<file path="src/hw/rtl/pin_pkg.sv">
`default_nettype none
package pin_pkg;

  // Posterize levels and full scale of an unsigned byte.
  localparam int unsigned LEVELS     = 10;
  localparam int unsigned LEVEL_STEP = 25;
  localparam int unsigned FULL_SCALE = 255;

  // Widths of the serial divider: quotient is one byte, dividend 255 * byte.
  localparam int unsigned PIX_W      = 8;
  localparam int unsigned QUOT_W     = 8;
  localparam int unsigned DIVIDEND_W = 16;

  // Status the divider reports back to the sequencer.
  typedef struct packed {
    logic              done;
    logic [QUOT_W-1:0] quotient;
  } pin_div_status_t;

  // Posterize a red value into ten levels, the last matching level winning,
  // and invert it. Values at or above the top level are inverted without posterizing.
  function automatic logic [PIX_W-1:0] inverted_level(input logic [PIX_W-1:0] r);
    logic [PIX_W-1:0] lvl;
    lvl = PIX_W'(LEVEL_STEP);
    for (int k = 1; k < LEVELS; k++) begin
      if (r >= PIX_W'(LEVEL_STEP * k)) begin
        lvl = PIX_W'(LEVEL_STEP * (k + 1));
      end
    end
    if (r >= PIX_W'(LEVEL_STEP * LEVELS)) begin
      lvl = r;
    end
    return PIX_W'(FULL_SCALE) - lvl;
  endfunction

endpackage
`default_nettype wire

</file>
<file path="src/hw/rtl/pin_divider.sv">
`default_nettype none
module pin_divider (
  input  wire logic                            clk,
  input  wire logic                            rst,
  input  wire logic                            start,
  input  wire logic [pin_pkg::DIVIDEND_W-1:0]  dividend,
  input  wire logic [pin_pkg::PIX_W-1:0]       divisor,
  output pin_pkg::pin_div_status_t             status
);
  import pin_pkg::*;

  localparam int unsigned CNT_W = $clog2(QUOT_W + 1);

  logic              running;
  logic              done;
  logic [CNT_W-1:0]  count;
  logic [PIX_W-1:0]  rem;
  logic [QUOT_W-1:0] shreg;
  logic [PIX_W-1:0]  dvs;

  logic [PIX_W:0]    trial;
  logic [PIX_W:0]    diff;
  logic              ge;

  // One restoring step: bring down the next dividend bit and try a subtract.
  always_comb begin
    trial = {rem, shreg[QUOT_W-1]};
    diff  = trial - {1'b0, dvs};
    ge    = (trial >= {1'b0, dvs});
  end

  // The upper dividend byte is already below the divisor, since the
  // quotient fits one byte, so only the lower byte is shifted through.
  always_ff @(posedge clk) begin
    if (rst) begin
      running <= 1'b0;
      done    <= 1'b0;
    end else if (start) begin
      running <= 1'b1;
      done    <= 1'b0;
      count   <= CNT_W'(QUOT_W);
      rem     <= dividend[DIVIDEND_W-1 -: PIX_W];
      shreg   <= dividend[QUOT_W-1:0];
      dvs     <= divisor;
    end else if (running) begin
      rem   <= ge ? diff[PIX_W-1:0] : trial[PIX_W-1:0];
      shreg <= {shreg[QUOT_W-2:0], ge};
      count <= count - CNT_W'(1);
      if (count == CNT_W'(1)) begin
        running <= 1'b0;
        done    <= 1'b1;
      end
    end
  end

  assign status.done     = done;
  assign status.quotient = shreg;

endmodule
`default_nettype wire

</file>
<file path="src/hw/rtl/posterize_invert_normalize_unit.sv">
`default_nettype none
// Posterize, invert and contrast-normalize the red channel of pixels.
// Input channel (in_valid / in_stall) carries one word per pixel: kind,
// red_value and frame_start. A measure word (kind 0) updates the running
// maximum of the inverted level and gives no result; frame_start clears the
// maximum first. An output word (kind 1) gives one result word on the output
// channel (out_valid / out_stall): gray_out = floor(255*(max-v)/max), or 255
// with zero_max set when the maximum is zero, or 0 when v exceeds it.
// Measure words are taken one per cycle while the sequencer is idle. An
// output word that needs the divide runs through a bit-serial restoring
// divider, one quotient bit per cycle; its result enters the output
// register once the divide is done and the register is free, and the next
// word is accepted at that same edge. Zero-maximum and saturated words
// wait in S_HOLD and enter the output register once it is free.
// The output register parts the two sides: a new word may be taken while a
// result waits there, but a second result holds the input stalled until the
// receiver drops out_stall. Reset clears the maximum, the sequencer and
// out_valid.
module posterize_invert_normalize_unit (
  input  wire logic                      clk,
  input  wire logic                      rst,
  input  wire logic                      in_valid,
  output logic                           in_stall,
  input  wire logic                      kind,
  input  wire logic [pin_pkg::PIX_W-1:0] red_value,
  input  wire logic                      frame_start,
  output logic                           out_valid,
  input  wire logic                      out_stall,
  output logic [pin_pkg::PIX_W-1:0]      gray_out,
  output logic                           zero_max
);
  import pin_pkg::*;

  typedef enum logic [1:0] {
    S_IDLE,
    S_DIV,
    S_HOLD
  } state_t;

  state_t                  state;
  logic [PIX_W-1:0]        inverted_max;
  logic [PIX_W-1:0]        pend_gray;
  logic                    pend_zero;

  logic [PIX_W-1:0]        v;
  logic [PIX_W-1:0]        diff;
  logic [PIX_W-1:0]        max_base;
  logic [DIVIDEND_W-1:0]   dividend;
  logic                    res_ready;
  logic [PIX_W-1:0]        res_gray;
  logic                    res_zero;
  logic                    out_free;
  logic                    take;
  logic                    accept;
  logic                    fast_zero;
  logic                    fast_sat;
  logic                    div_start;
  pin_div_status_t         div_status;

  // Inverted level of the incoming word and the scaled difference 255*(max-v).
  always_comb begin
    v        = inverted_level(red_value);
    diff     = inverted_max - v;
    dividend = {diff, {PIX_W{1'b0}}} - {{(DIVIDEND_W-PIX_W){1'b0}}, diff};
    max_base = frame_start ? '0 : inverted_max;
  end

  // A result is ready from the fast path or from a finished divide.
  always_comb begin
    res_ready = (state == S_HOLD) || ((state == S_DIV) && div_status.done);
    res_gray  = (state == S_HOLD) ? pend_gray : div_status.quotient;
    res_zero  = (state == S_HOLD) ? pend_zero : 1'b0;
    out_free  = !out_valid || !out_stall;
    take      = res_ready && out_free;
    in_stall  = !((state == S_IDLE) || take);
    accept    = in_valid && !in_stall;
    fast_zero = (inverted_max == '0);
    fast_sat  = (v > inverted_max);
    div_start = accept && kind && !fast_zero && !fast_sat;
  end

  pin_divider u_div (
    .clk      (clk),
    .rst      (rst),
    .start    (div_start),
    .dividend (dividend),
    .divisor  (inverted_max),
    .status   (div_status)
  );

  // Sequencer, running maximum and output register.
  always_ff @(posedge clk) begin
    if (rst) begin
      state        <= S_IDLE;
      inverted_max <= '0;
      out_valid    <= 1'b0;
    end else begin
      if (take) begin
        out_valid <= 1'b1;
        gray_out  <= res_gray;
        zero_max  <= res_zero;
      end else if (out_valid && !out_stall) begin
        out_valid <= 1'b0;
      end

      // A word taken in the same cycle as a result decides the next state.
      if (accept) begin
        if (!kind) begin
          inverted_max <= (v > max_base) ? v : max_base;
          state        <= S_IDLE;
        end else if (fast_zero) begin
          pend_gray <= PIX_W'(FULL_SCALE);
          pend_zero <= 1'b1;
          state     <= S_HOLD;
        end else if (fast_sat) begin
          pend_gray <= '0;
          pend_zero <= 1'b0;
          state     <= S_HOLD;
        end else begin
          state <= S_DIV;
        end
      end else if (take) begin
        state <= S_IDLE;
      end
    end
  end

endmodule
`default_nettype wire

</file>
<file path="config.mk">
export PLATFORM = sky130hd
export DESIGN_NAME = posterize_invert_normalize_unit
export DESIGN_NICKNAME = d
export VERILOG_FILES = /design/src/hw/rtl/pin_pkg.sv /design/src/hw/rtl/pin_divider.sv /design/src/hw/rtl/posterize_invert_normalize_unit.sv
export SDC_FILE = /design/constraint.sdc
export NUM_CORES = 1
export LEC_CHECK = 0
export ABC_AREA = 1
export BUFFER_PORTS_ARGS = -buffer_cell sky130_fd_sc_hd__buf_2
export CORE_ASPECT_RATIO = 2
export CORE_MARGIN = 2
export CORE_UTILIZATION = 62
export CTS_CLUSTER_SIZE = 24
export DETAILED_ROUTE_END_ITERATION = 6
export GPL_TIMING_DRIVEN = 0
export PLACE_DENSITY = 0.81
export SYNTH_ARGS = -nofsm -noshare
export SYNTH_HDL_FRONTEND = slang
export SYNTH_HIERARCHICAL = 1
export SYNTH_SLANG_ARGS = --single-unit
</file>
<file path="constraint.sdc">
create_clock -name clk -period 4.4 [get_ports clk]
set_input_delay 0.22 -clock clk [delete_from_list [all_inputs] [get_ports clk]]
set_output_delay 0.22 -clock clk [all_outputs]
set_load 0.02 [all_outputs]
</file>
# ---- Word level (Yosys, flattened, before mapping)
# Cells that the tools add are included.
# Widths: inputs -> output; s select.
dict set report word_totals {
  reg_bits 59
  inputBits 14
  out_inout_bits 11
  elab_cells 95
}
dict set report classes {
  addsub 5
  order_cmp 13
  eq_ne 3
  muxes 31
  n_bitwise 2
  n_reduce_logical 28
}
# cell count
set ops {}
lappend ops {{$mux 8} 17}
lappend ops {{$ge 8x8->1 const B} 5}
lappend ops {{$ge 8x7->1 const B} 3}
lappend ops {{$gt 8x8->1} 2}
lappend ops {{$sub 16x8->16} 1}
lappend ops {{$sub 8x8->8} 2}
lappend ops {{$mux 2} 5}
lappend ops {{$reduce_and 2->1} 5}
lappend ops {{$ge 9x8->1} 1}
lappend ops {{$ge 8x5->1 const B} 1}
lappend ops {{$ge 8x6->1 const B} 1}
lappend ops {{$logic_not 8->1} 1}
lappend ops {{$reduce_bool 2->1} 4}
lappend ops {{$sub 8x8->8 const A} 1}
lappend ops {{$logic_and 1x1->1} 7}
lappend ops {{$mux 7} 1}
lappend ops {{$mux 1} 6}
lappend ops {{$mux 6} 1}
lappend ops {{$logic_not 1->1} 5}
lappend ops {{$eq 4x1->1 const B} 1}
lappend ops {{$mux 4} 1}
lappend ops {{$reduce_and 4->1} 1}
lappend ops {{$sub 4x1->4 const B} 1}
lappend ops {{$logic_or 1x1->1} 3}
lappend ops {{5 further kinds} 6}

# ---- Logic depth before layout (Yosys ltp)
# Gate-level depths: netlist of the first run.
dict set report depth {
  ltp_word 17
  ltp_mapped 27
  mapped_depth_nobuf 27
}

# ---- By module
# Netlist of the first run, hierarchy kept.
# mod n_inst cells_each area_per_inst_um2 seq_area_each_um2
set modules_own_cells {}
lappend modules_own_cells {posterize_invert_normalize_unit 1 339 2227.1 520.5}
lappend modules_own_cells {pin_divider 1 208 1804.2 880.8}

# ---- Worst setup path after synthesis of the first run
# No wires, ideal clock.
dict set report synth_path {
  path_kind {input to register}
  start {input port red_value[7] (netlist name)}
  end {register u_div.count[0], enable pin}
  setup_time_ns 0.377
  arrival_ns 3.521
  required_time_ns 4.023
  setup_slack_ns 0.502
  path_stages 24
  n_path_buf 0
  cell_sequence {inv_1 nand2_1 nor2_1 nand2_1 nand2_1 nand2_1 nand2_1 nand2_1 nand2_1 nand2_1 nand2_1 inv_1 ha_1 fa_1 inv_1 nand3_1 nand2_1 nor3b_1 o21ai_0 nor2_1 clkinv_1 nor2_1 inv_1 nand2_1}
}
dict set report synth_via {
  elab_chain_len 17
  word_cells_on_any_way 26
  cone_classes {add/sub (1); order compare (11); mux (10); reduce/logical (4)}
}
# item line
set synth_lines {}
lappend synth_lines {{start, declared} posterize_invert_normalize_unit.sv:25} ;# input wire logic [pin_pkg::PIX_W-1:0] red_value,
lappend synth_lines {{$ge 8x5->1} pin_pkg.sv:26} ;# if (r >= PIX_W'(LEVEL_STEP * k)) begin
lappend synth_lines {{$mux 6} pin_pkg.sv:26}
lappend synth_lines {{$mux 7} pin_pkg.sv:26}
lappend synth_lines {{$mux 8 (7 in series)} pin_pkg.sv:26}
lappend synth_lines {{$mux 8 *} pin_pkg.sv:30} ;# if (r >= PIX_W'(LEVEL_STEP * LEVELS)) begin
lappend synth_lines {{$sub 8x8->8 *} pin_pkg.sv:33} ;# return PIX_W'(FULL_SCALE) - lvl;
lappend synth_lines {{$gt 8x8->1 *} posterize_invert_normalize_unit.sv:78} ;# fast_sat = (v > inverted_max);
lappend synth_lines {{$logic_not 1->1 *} posterize_invert_normalize_unit.sv:79} ;# div_start = accept && kind && !fast_zero && !fast_sat;
lappend synth_lines {{$logic_and 1x1->1 *} posterize_invert_normalize_unit.sv:79}
lappend synth_lines {{net div_start} posterize_invert_normalize_unit.sv:57} ;# logic div_start;
lappend synth_lines {{$reduce_bool 2->1 (no source line) *} --}
lappend synth_lines {{$reduce_and 2->1 (no source line) *} --}
lappend synth_lines {{end signal, assigned} pin_divider.sv:41} ;# count <= CNT_W'(QUOT_W);
lappend synth_lines {{end signal, assigned} pin_divider.sv:48} ;# count <= count - CNT_W'(1);
lappend synth_lines {{end, declared} pin_divider.sv:16} ;# logic [CNT_W-1:0] count;
# Mark *: on every way through the listed nets, which the timed path passes. The rest lies on a longest branch.
# A chain may end at the register's enable or synchronous reset.

# ---- Worst setup path after layout of the first run
dict set report layout_path {
  start {input port red_value[7] (netlist name)}
  end {register u_div.shreg[6], enable pin}
}
dict set report layout_via {
  elab_chain_len 17
  word_cells_on_any_way 26
  cone_classes {add/sub (1); order compare (11); mux (10); reduce/logical (4)}
}
# item line
set layout_lines {}
lappend layout_lines {{$ge 8x5->1} pin_pkg.sv:26}
lappend layout_lines {{$mux 6} pin_pkg.sv:26}
lappend layout_lines {{$mux 7} pin_pkg.sv:26}
lappend layout_lines {{$mux 8 (7 in series)} pin_pkg.sv:26}
lappend layout_lines {{$mux 8 *} pin_pkg.sv:30}
lappend layout_lines {{$sub 8x8->8 *} pin_pkg.sv:33}
lappend layout_lines {{$gt 8x8->1 *} posterize_invert_normalize_unit.sv:78}
lappend layout_lines {{$logic_not 1->1 *} posterize_invert_normalize_unit.sv:79}
lappend layout_lines {{$logic_and 1x1->1 *} posterize_invert_normalize_unit.sv:79}
lappend layout_lines {{net div_start} posterize_invert_normalize_unit.sv:57}
lappend layout_lines {{$reduce_bool 2->1 (no source line) *} --}
lappend layout_lines {{$reduce_and 2->1 (no source line) *} --}
lappend layout_lines {{end signal, assigned} pin_divider.sv:43} ;# shreg <= dividend[QUOT_W-1:0];
lappend layout_lines {{end signal, assigned} pin_divider.sv:47} ;# shreg <= {shreg[QUOT_W-2:0], ge};
lappend layout_lines {{end, declared} pin_divider.sv:18} ;# logic [QUOT_W-1:0] shreg;
# Marks and branches as above.

==> impl_metrics.ini, run 1 <==
[cells_and_area]
nFillCells = 554
multi_input_area_sq_um = 2235
nets = 623
antenna_cells = 0
regArea_sq_um = 1401
drive_gt1_share_pct = 12.78
area_delta_synth_final_pct = 9.497
instances_no_fill = 665

[clocking]
clkTransAtPathRegs_ns = 0.06
cts_tree = yes
clk_latency_ns = 0.29
post_cts_buffers = 0
clockBufferDepth = 2
cts_buffers = 5
root_buffer = clkbuf_16
htreeDepth = 2
postCtsHoldBufs = 0
cts.sinks = 51

[synthesis]
synth_fa_ha_area_share_pct = 9.994
synth_xor_area_share_pct = 3.631
synth_nets = 592
synth_top_family_by_area = simple AND/OR/NAND/NOR gates
yosys.area.top_type = edfxtp_1
synth_top_area_share_pct = 28.31
async_flop_share_pct = 0
synth_cell_types = 52
syn_area_sq_um = 4031
avgSynthCellArea_sq_um = 7.370
yosysSeqAreaShare_pct = 34.76
synth.area.top_cells = edfxtp_1 (28%), nand2_1 (17%), ha_1 (9.0%)
synth-compound-area-share_pct = 9.870
synth-simple-area-share_pct = 31.56
synth-seq-cells = 51
ys.flop_type = edfxtp_1
muxShareOfSynthArea_pct = 0
syn_inst = 547
synth_warnings = 6
synth_edf_count = 38

[global_route]
grt_usage_pct = 28.68
grt_pass1_vias = 3482
antenna_found_initial = 0
grt_overflow_total = 0
grt_pass1_wl_um = 15530
grt_start_max_net_pins = 21

[worst_setup_path]
crit_path_max_fanout = 20
path_buf_inv = 6
cp.arrival_ns = 3.73
crit_family = simple AND/OR/NAND/NOR gates
cp_common_cell = nand2_1
criticalPathCategory = input port to flop
max_stage_delay_ns = 0.43
slowest_stage = fa_1
setup.worst_path.start_class = input port
end_kind = flop
cp_data_required_time_ns = 4.37

[pwr]
clkPwrFrac_pct = 26.8
powerDensity_nw_per_um2 = 311.6
peakVddDrop_mv = 0.1977
internal_power_mw = 0.8994
power_switching_mw = 0.4759
pwr-share-seq_pct = 40.3
power.leakage_nw = 2.235
sw_frac_of_total_pct = 34.60
combPwrFrac_pct = 32.9

[route]
ant_nets = 0
wl_um = 9604
via_per_inst = 5.329
drt_iter0_drc = 172
drcViolationCount = 0
dr.pass1.iters = 5
vias = 3544
wl_per_cell_um = 14.44

[floorplanning]
initial_core_util_pct = 63.89
num_io_pins = 25
die_area_sq_um = 7203
core.rowCount = 41
die_height_um = 118.0
core_sq_um = 6310
die_w_um = 61.02

[place]
hpwl_um = 7807
numPortBuffers = 24
place_inst = 657
gp_congestion = 0.8909

[timing]
hold_viol_final = 0
rsz0062_at_grt = no
final.setup.tns_ns = 0
setup_viol = 0
period_needed_ns = 3.756
max-slew-margin-rel_pct = 51.85
finalCritPeriodShare_pct = 85.37
worstMarginPinSlew_ns = 0.7196
timing.fmax_ghz = 0.2662
hold_ws_ns = 0.1703
drv_slew = 0
clock_skew_ns = 0.003890

[run]
cap_violations = 0

[status]
status = completed

[hold_path]
hp-class = input port to flop
==> worst reg2reg max path: stages, from the launching register on <==
cell,delay [ns]
dfxtp_1,0.36
inv_1,0.11
ha_1,0.24
fa_1,0.43
inv_1,0.10
nand3_1,0.06
nand2_1,0.12
nor3b_1,0.18
o21ai_0,0.12
nor2_1,0.27
inv_2,0.18
nor2_4,0.26
inv_1,0.13
nand2_4,0.24
==> worst paths after layout <==
kind	start	to	slack, ns	cells after the start
worst min register to register	u_div/done$_SDFFE_PP0P_	u_div/done$_SDFFE_PP0P_	0.46	2
worst max register to register	inverted_max[0]$_SDFFE_PP0P_	u_div/shreg[6]$_DFFE_PP_	1.26	13
worst min-delay path	rst	u_div/done$_SDFFE_PP0P_	0.17	2
worst max-delay path	red_value[7]	u_div/shreg[6]$_DFFE_PP_	0.64	25
==> registers in the layout, indices dropped and copies added, names as in the netlist <==
signal         flops
gray_out           8
inverted_max       8
u_div/dvs          8
u_div/rem          8
u_div/shreg        8
u_div/count        4
state              2
out_valid          1
pend_gray          1
u_div/done         1
u_div/running      1
zero_max           1
==> layout by cell type (no fill, tap or decap), drive strengths merged, types with 4 or more instances in the layout <==
cell and instances:
nand4 10, buf 30, a31oi 5, ha 29
dfxtp 13, xnor2 7, nand3 43, inv 92
nand2 190, clkinv 4, o21ai 15, nor2 30
a21oi 33, clkbuf 8, xor2 8, edfxtp 38
==> synth_stat cells, drive strengths merged, types with 3 or more instances <==
| master | count |
|---|---|
| xor2 | 8 |
| xnor2 | 7 |
| a21oi | 33 |
| inv | 91 |
| a31oi | 5 |
| buf | 6 |
| clkbuf | 3 |
| nor2 | 30 |
| edfxtp | 38 |
| clkinv | 3 |
| nand3 | 43 |
| o21ai | 15 |
| ha | 29 |
| nand4 | 10 |
| nand2 | 190 |
| dfxtp | 13 |
==> through the flow <==
step	area, sq um	setup slack [ns]	util (%)	total power [mW]
after CTS	4404	0.1371	69.80	1.373
after global placement	4259	-0.4648	67.50	0.9998
after global routing	4414	0.2515	69.96	1.447
after detailed placement	4259	-0.5745	67.50	1.011
after floorplan	4031	0.5025	-	0.9004
final	4414	0.6436	69.96	1.375
==> power by group through the flow <==
stage / combinational, mW / sequential, mW / clock (mW)
after floorplan: 0.338 / 0.563 / 0
after global placement: 0.437 / 0.563 / 0
after detailed placement: 0.447 / 0.564 / 0
after CTS: 0.451 / 0.553 / 0.369
after global routing: 0.505 / 0.556 / 0.386
final: 0.453 / 0.554 / 0.369
==> cell type report <==
cell class	instances	area share, %
flip-flops and latches	51	31.75
inverters	94	8.163
repair buffers	24	2.721
multi-input cells	393	50.62
plain buffers	9	1.134
well taps	86	2.438
clock buffers	5	2.834
clock inverters	3	0.3401
==> cells by family after synthesis <==
family                     Yosys count
AOI/OAI and AO/OA                   64
xor gates and xnor gates            15
adders and majority gates           31
buffers and inverters              103
DFF                                 51
and+or+nand+nor                    283
==> per-layer routing <==
metal  global-route usage [%]  vias to the layer above  part of all wire [%]
li1                         -                     1821                     -
met1                    25.87                     1628                    34
met2                    56.12                       72                    59
met3                    2.418                       23                   1.8
met4                    15.08                        0                   5.1
met5                        0                        -                     0
==> repair_timing <==
| item | in CTS | in global routing |
|---|---|---|
| gates resized for setup | 2 | 3 |
| setup endpoints to repair | 20 | 20 |
| gates cloned | 0 | 0 |
Power figures use the tool's default switching activity.
==> run 2: changes to the inputs <==
--- a/config.mk
+++ b/config.mk
@@ -7,6 +7,7 @@
 export LEC_CHECK = 0
 export ABC_AREA = 1
 export BUFFER_PORTS_ARGS = -buffer_cell sky130_fd_sc_hd__buf_2
+export CAP_MARGIN = 25
 export CORE_ASPECT_RATIO = 2
 export CORE_MARGIN = 2
 export CORE_UTILIZATION = 62
==> constraint.sdc (replaced) <==
create_clock -name clk -period 4.1 [get_ports clk]
set_input_delay 0.205 -clock clk [delete_from_list [all_inputs] [get_ports clk]]
set_output_delay 0.205 -clock clk [all_outputs]
set_load 0.02 [all_outputs]
==> run 2 against run 1 <==
Against the previous run: cell count did not move; routed wire length is 0.46% lower; global-route usage unchanged; first-iteration DRC count decreased by 7.0%; largest cell class unchanged; total power rose by 7.3%; sequential power rose by 7.2%.
==> impl_metrics.ini, run 2 (synthesis results as in run 1) <==
[hold_path]
hp-class = input port to flop
min_from = rst

[pwr]
power_switching_mw = 0.5105
pwr-share-seq_pct = 40.3
sw_frac_of_total_pct = 34.59
power.leakage_nw = 2.235
power_mw = 1.476
powerDensity_nw_per_um2 = 334.1
clkPwrFrac_pct = 26.8
peakVddDrop_mv = 0.2132
internal_power_mw = 0.9653
combPwrFrac_pct = 32.9

[worst_setup_path]
setup.worst_path.start_class = input port
cp_data_required_time_ns = 4.07
criticalPathCategory = input port to flop
crit_path_max_fanout = 20
end_kind = flop
cp.arrival_ns = 3.61
reg2reg_from = inverted_max[0]$_SDFFE_PP0P_
worstSetupStartpoint = red_value[7]

[global_route]
grt_start_max_net_pins = 21
grt_pass1_wl_um = 15530
grt_pass1_vias = 3482
grt_usage_pct = 28.68
antenna_found_initial = 0
grt_overflow_total = 0

[clocking]
clockBufferDepth = 2
htreeDepth = 2
cts_buffers = 5
clk_latency_ns = 0.29
cts.sinks = 51
cts_tree = yes
root_buffer = clkbuf_16
clkTransAtPathRegs_ns = 0.06

[route]
wl_per_cell_um = 14.38
via_per_inst = 5.340
vias = 3551
wl_um = 9560
drcViolationCount = 0
drt_iter0_drc = 160
dr.pass1.iters = 4
ant_nets = 0

[run]
cap_violations = 0

[floorplanning]
core_sq_um = 6310
die_height_um = 118.0
initial_core_util_pct = 63.89
num_io_pins = 25
die_area_sq_um = 7203
die_w_um = 61.02
core.rowCount = 41

[timing]
setup_viol = 0
finalCritPeriodShare_pct = 88.81
rsz0062_at_grt = no
hold_viol_final = 0
timing.fmax_ghz = 0.2746
hold_ws_ns = 0.1534
clock_skew_ns = 0.003159
period_needed_ns = 3.641
drv_slew = 0
finalWorstSetupSlack_ns = 0.4589
worstMarginPinSlew_ns = 0.6981
max-slew-margin-rel_pct = 53.29

[place]
post_dp_cell_area_sq_um = 4259
pre_cts_slack_ns = -0.8595
place_inst = 657
numPortBuffers = 24
gp_congestion = 0.8909
hpwl_um = 7807

[cells_and_area]
area_delta_synth_final_pct = 9.559
instances_no_fill = 665
layout_commonest_cell = nand2_1
nets = 623
drive_gt1_share_pct = 12.95
fin_area_sq_um = 4417
antenna_cells = 0
layout_common_cells = nand2_1 (179), inv_1 (88), nand3_1 (40), edfxtp_1 (38), ha_1 (29)

[status]
status = completed
[run 2: critical path: stages]
cell and delay [ns]:
buf_2 0.11, inv_1 0.18, nand2_1 0.15, nor2_1 0.11, nand2_1 0.08, nand2_1 0.07
nand2_1 0.06, nand2_1 0.06, nand2_1 0.04, nand2_1 0.07, nand2_1 0.06, nand2_1 0.11
inv_1 0.08, ha_1 0.21, fa_1 0.43, inv_1 0.10, nand3_1 0.06, nand2_1 0.12
nor3b_1 0.18, o21ai_0 0.14, nor2_2 0.20, inv_2 0.15, nor2_4 0.25, inv_1 0.13
nand2_4 0.24
[run 2: cell type report]
class	count	area (sq um)
multi-input cells	393	2237
fillers	553	1893
clock buffers	5	125.1
repair buffers	24	120.1
flip-flops and latches	51	1401
clock inverters	3	15.01
well taps	86	107.6
plain buffers	9	50.05
inverters	94	360.3
[run 2: timing repair]
item | 4_1_cts | 5_1_grt
pin swaps | 0 | 0
hold buffers | 0 | 0
endpoints found under the setup margin | 20 | 20
hold endpoints to repair | 0 | 0
resized for setup | 4 | 2
setup buffers | 0 | 0
[run 2: power groups by stage]
| stage | logic [mW] | registers, mW | clock network [mW] |
|---|---|---|---|
| 3_5_place_dp | 0.480 | 0.605 | 0 |
| 3_3_place_gp | 0.469 | 0.604 | 0 |
| 4_1_cts | 0.484 | 0.594 | 0.396 |
| 6_report | 0.486 | 0.594 | 0.396 |
| 2_1_floorplan | 0.362 | 0.604 | 0 |
| 5_1_grt | 0.542 | 0.596 | 0.415 |
[run 2: through the flow]
step	setup TNS (ns)	util, %
after floorplan	0	-
after global placement	-14.96	67.50
after detailed placement	-17.66	67.50
after CTS	0	69.96
after global routing	0	70.00
final	0	70.00
[run 2: layer usage]
metal	vias to the layer above	share of wire, %	GRT usage (%)
met4	0	6.0	15.08
met1	1637	34	25.87
met5	-	0	0
met2	66	59	56.12
met3	27	1.8	2.418
li1	1821	-	-
[run 2: final timing paths]
path,endpoint,slack [ns],depth (start not counted)
worst max-delay path,u_div/shreg[6]$_DFFE_PP_,0.46,25
worst min-delay path,u_div/done$_SDFFE_PP0P_,0.15,2
worst max register to register,u_div/shreg[6]$_DFFE_PP_,1.06,13
worst min register to register,u_div/done$_SDFFE_PP0P_,0.46,2
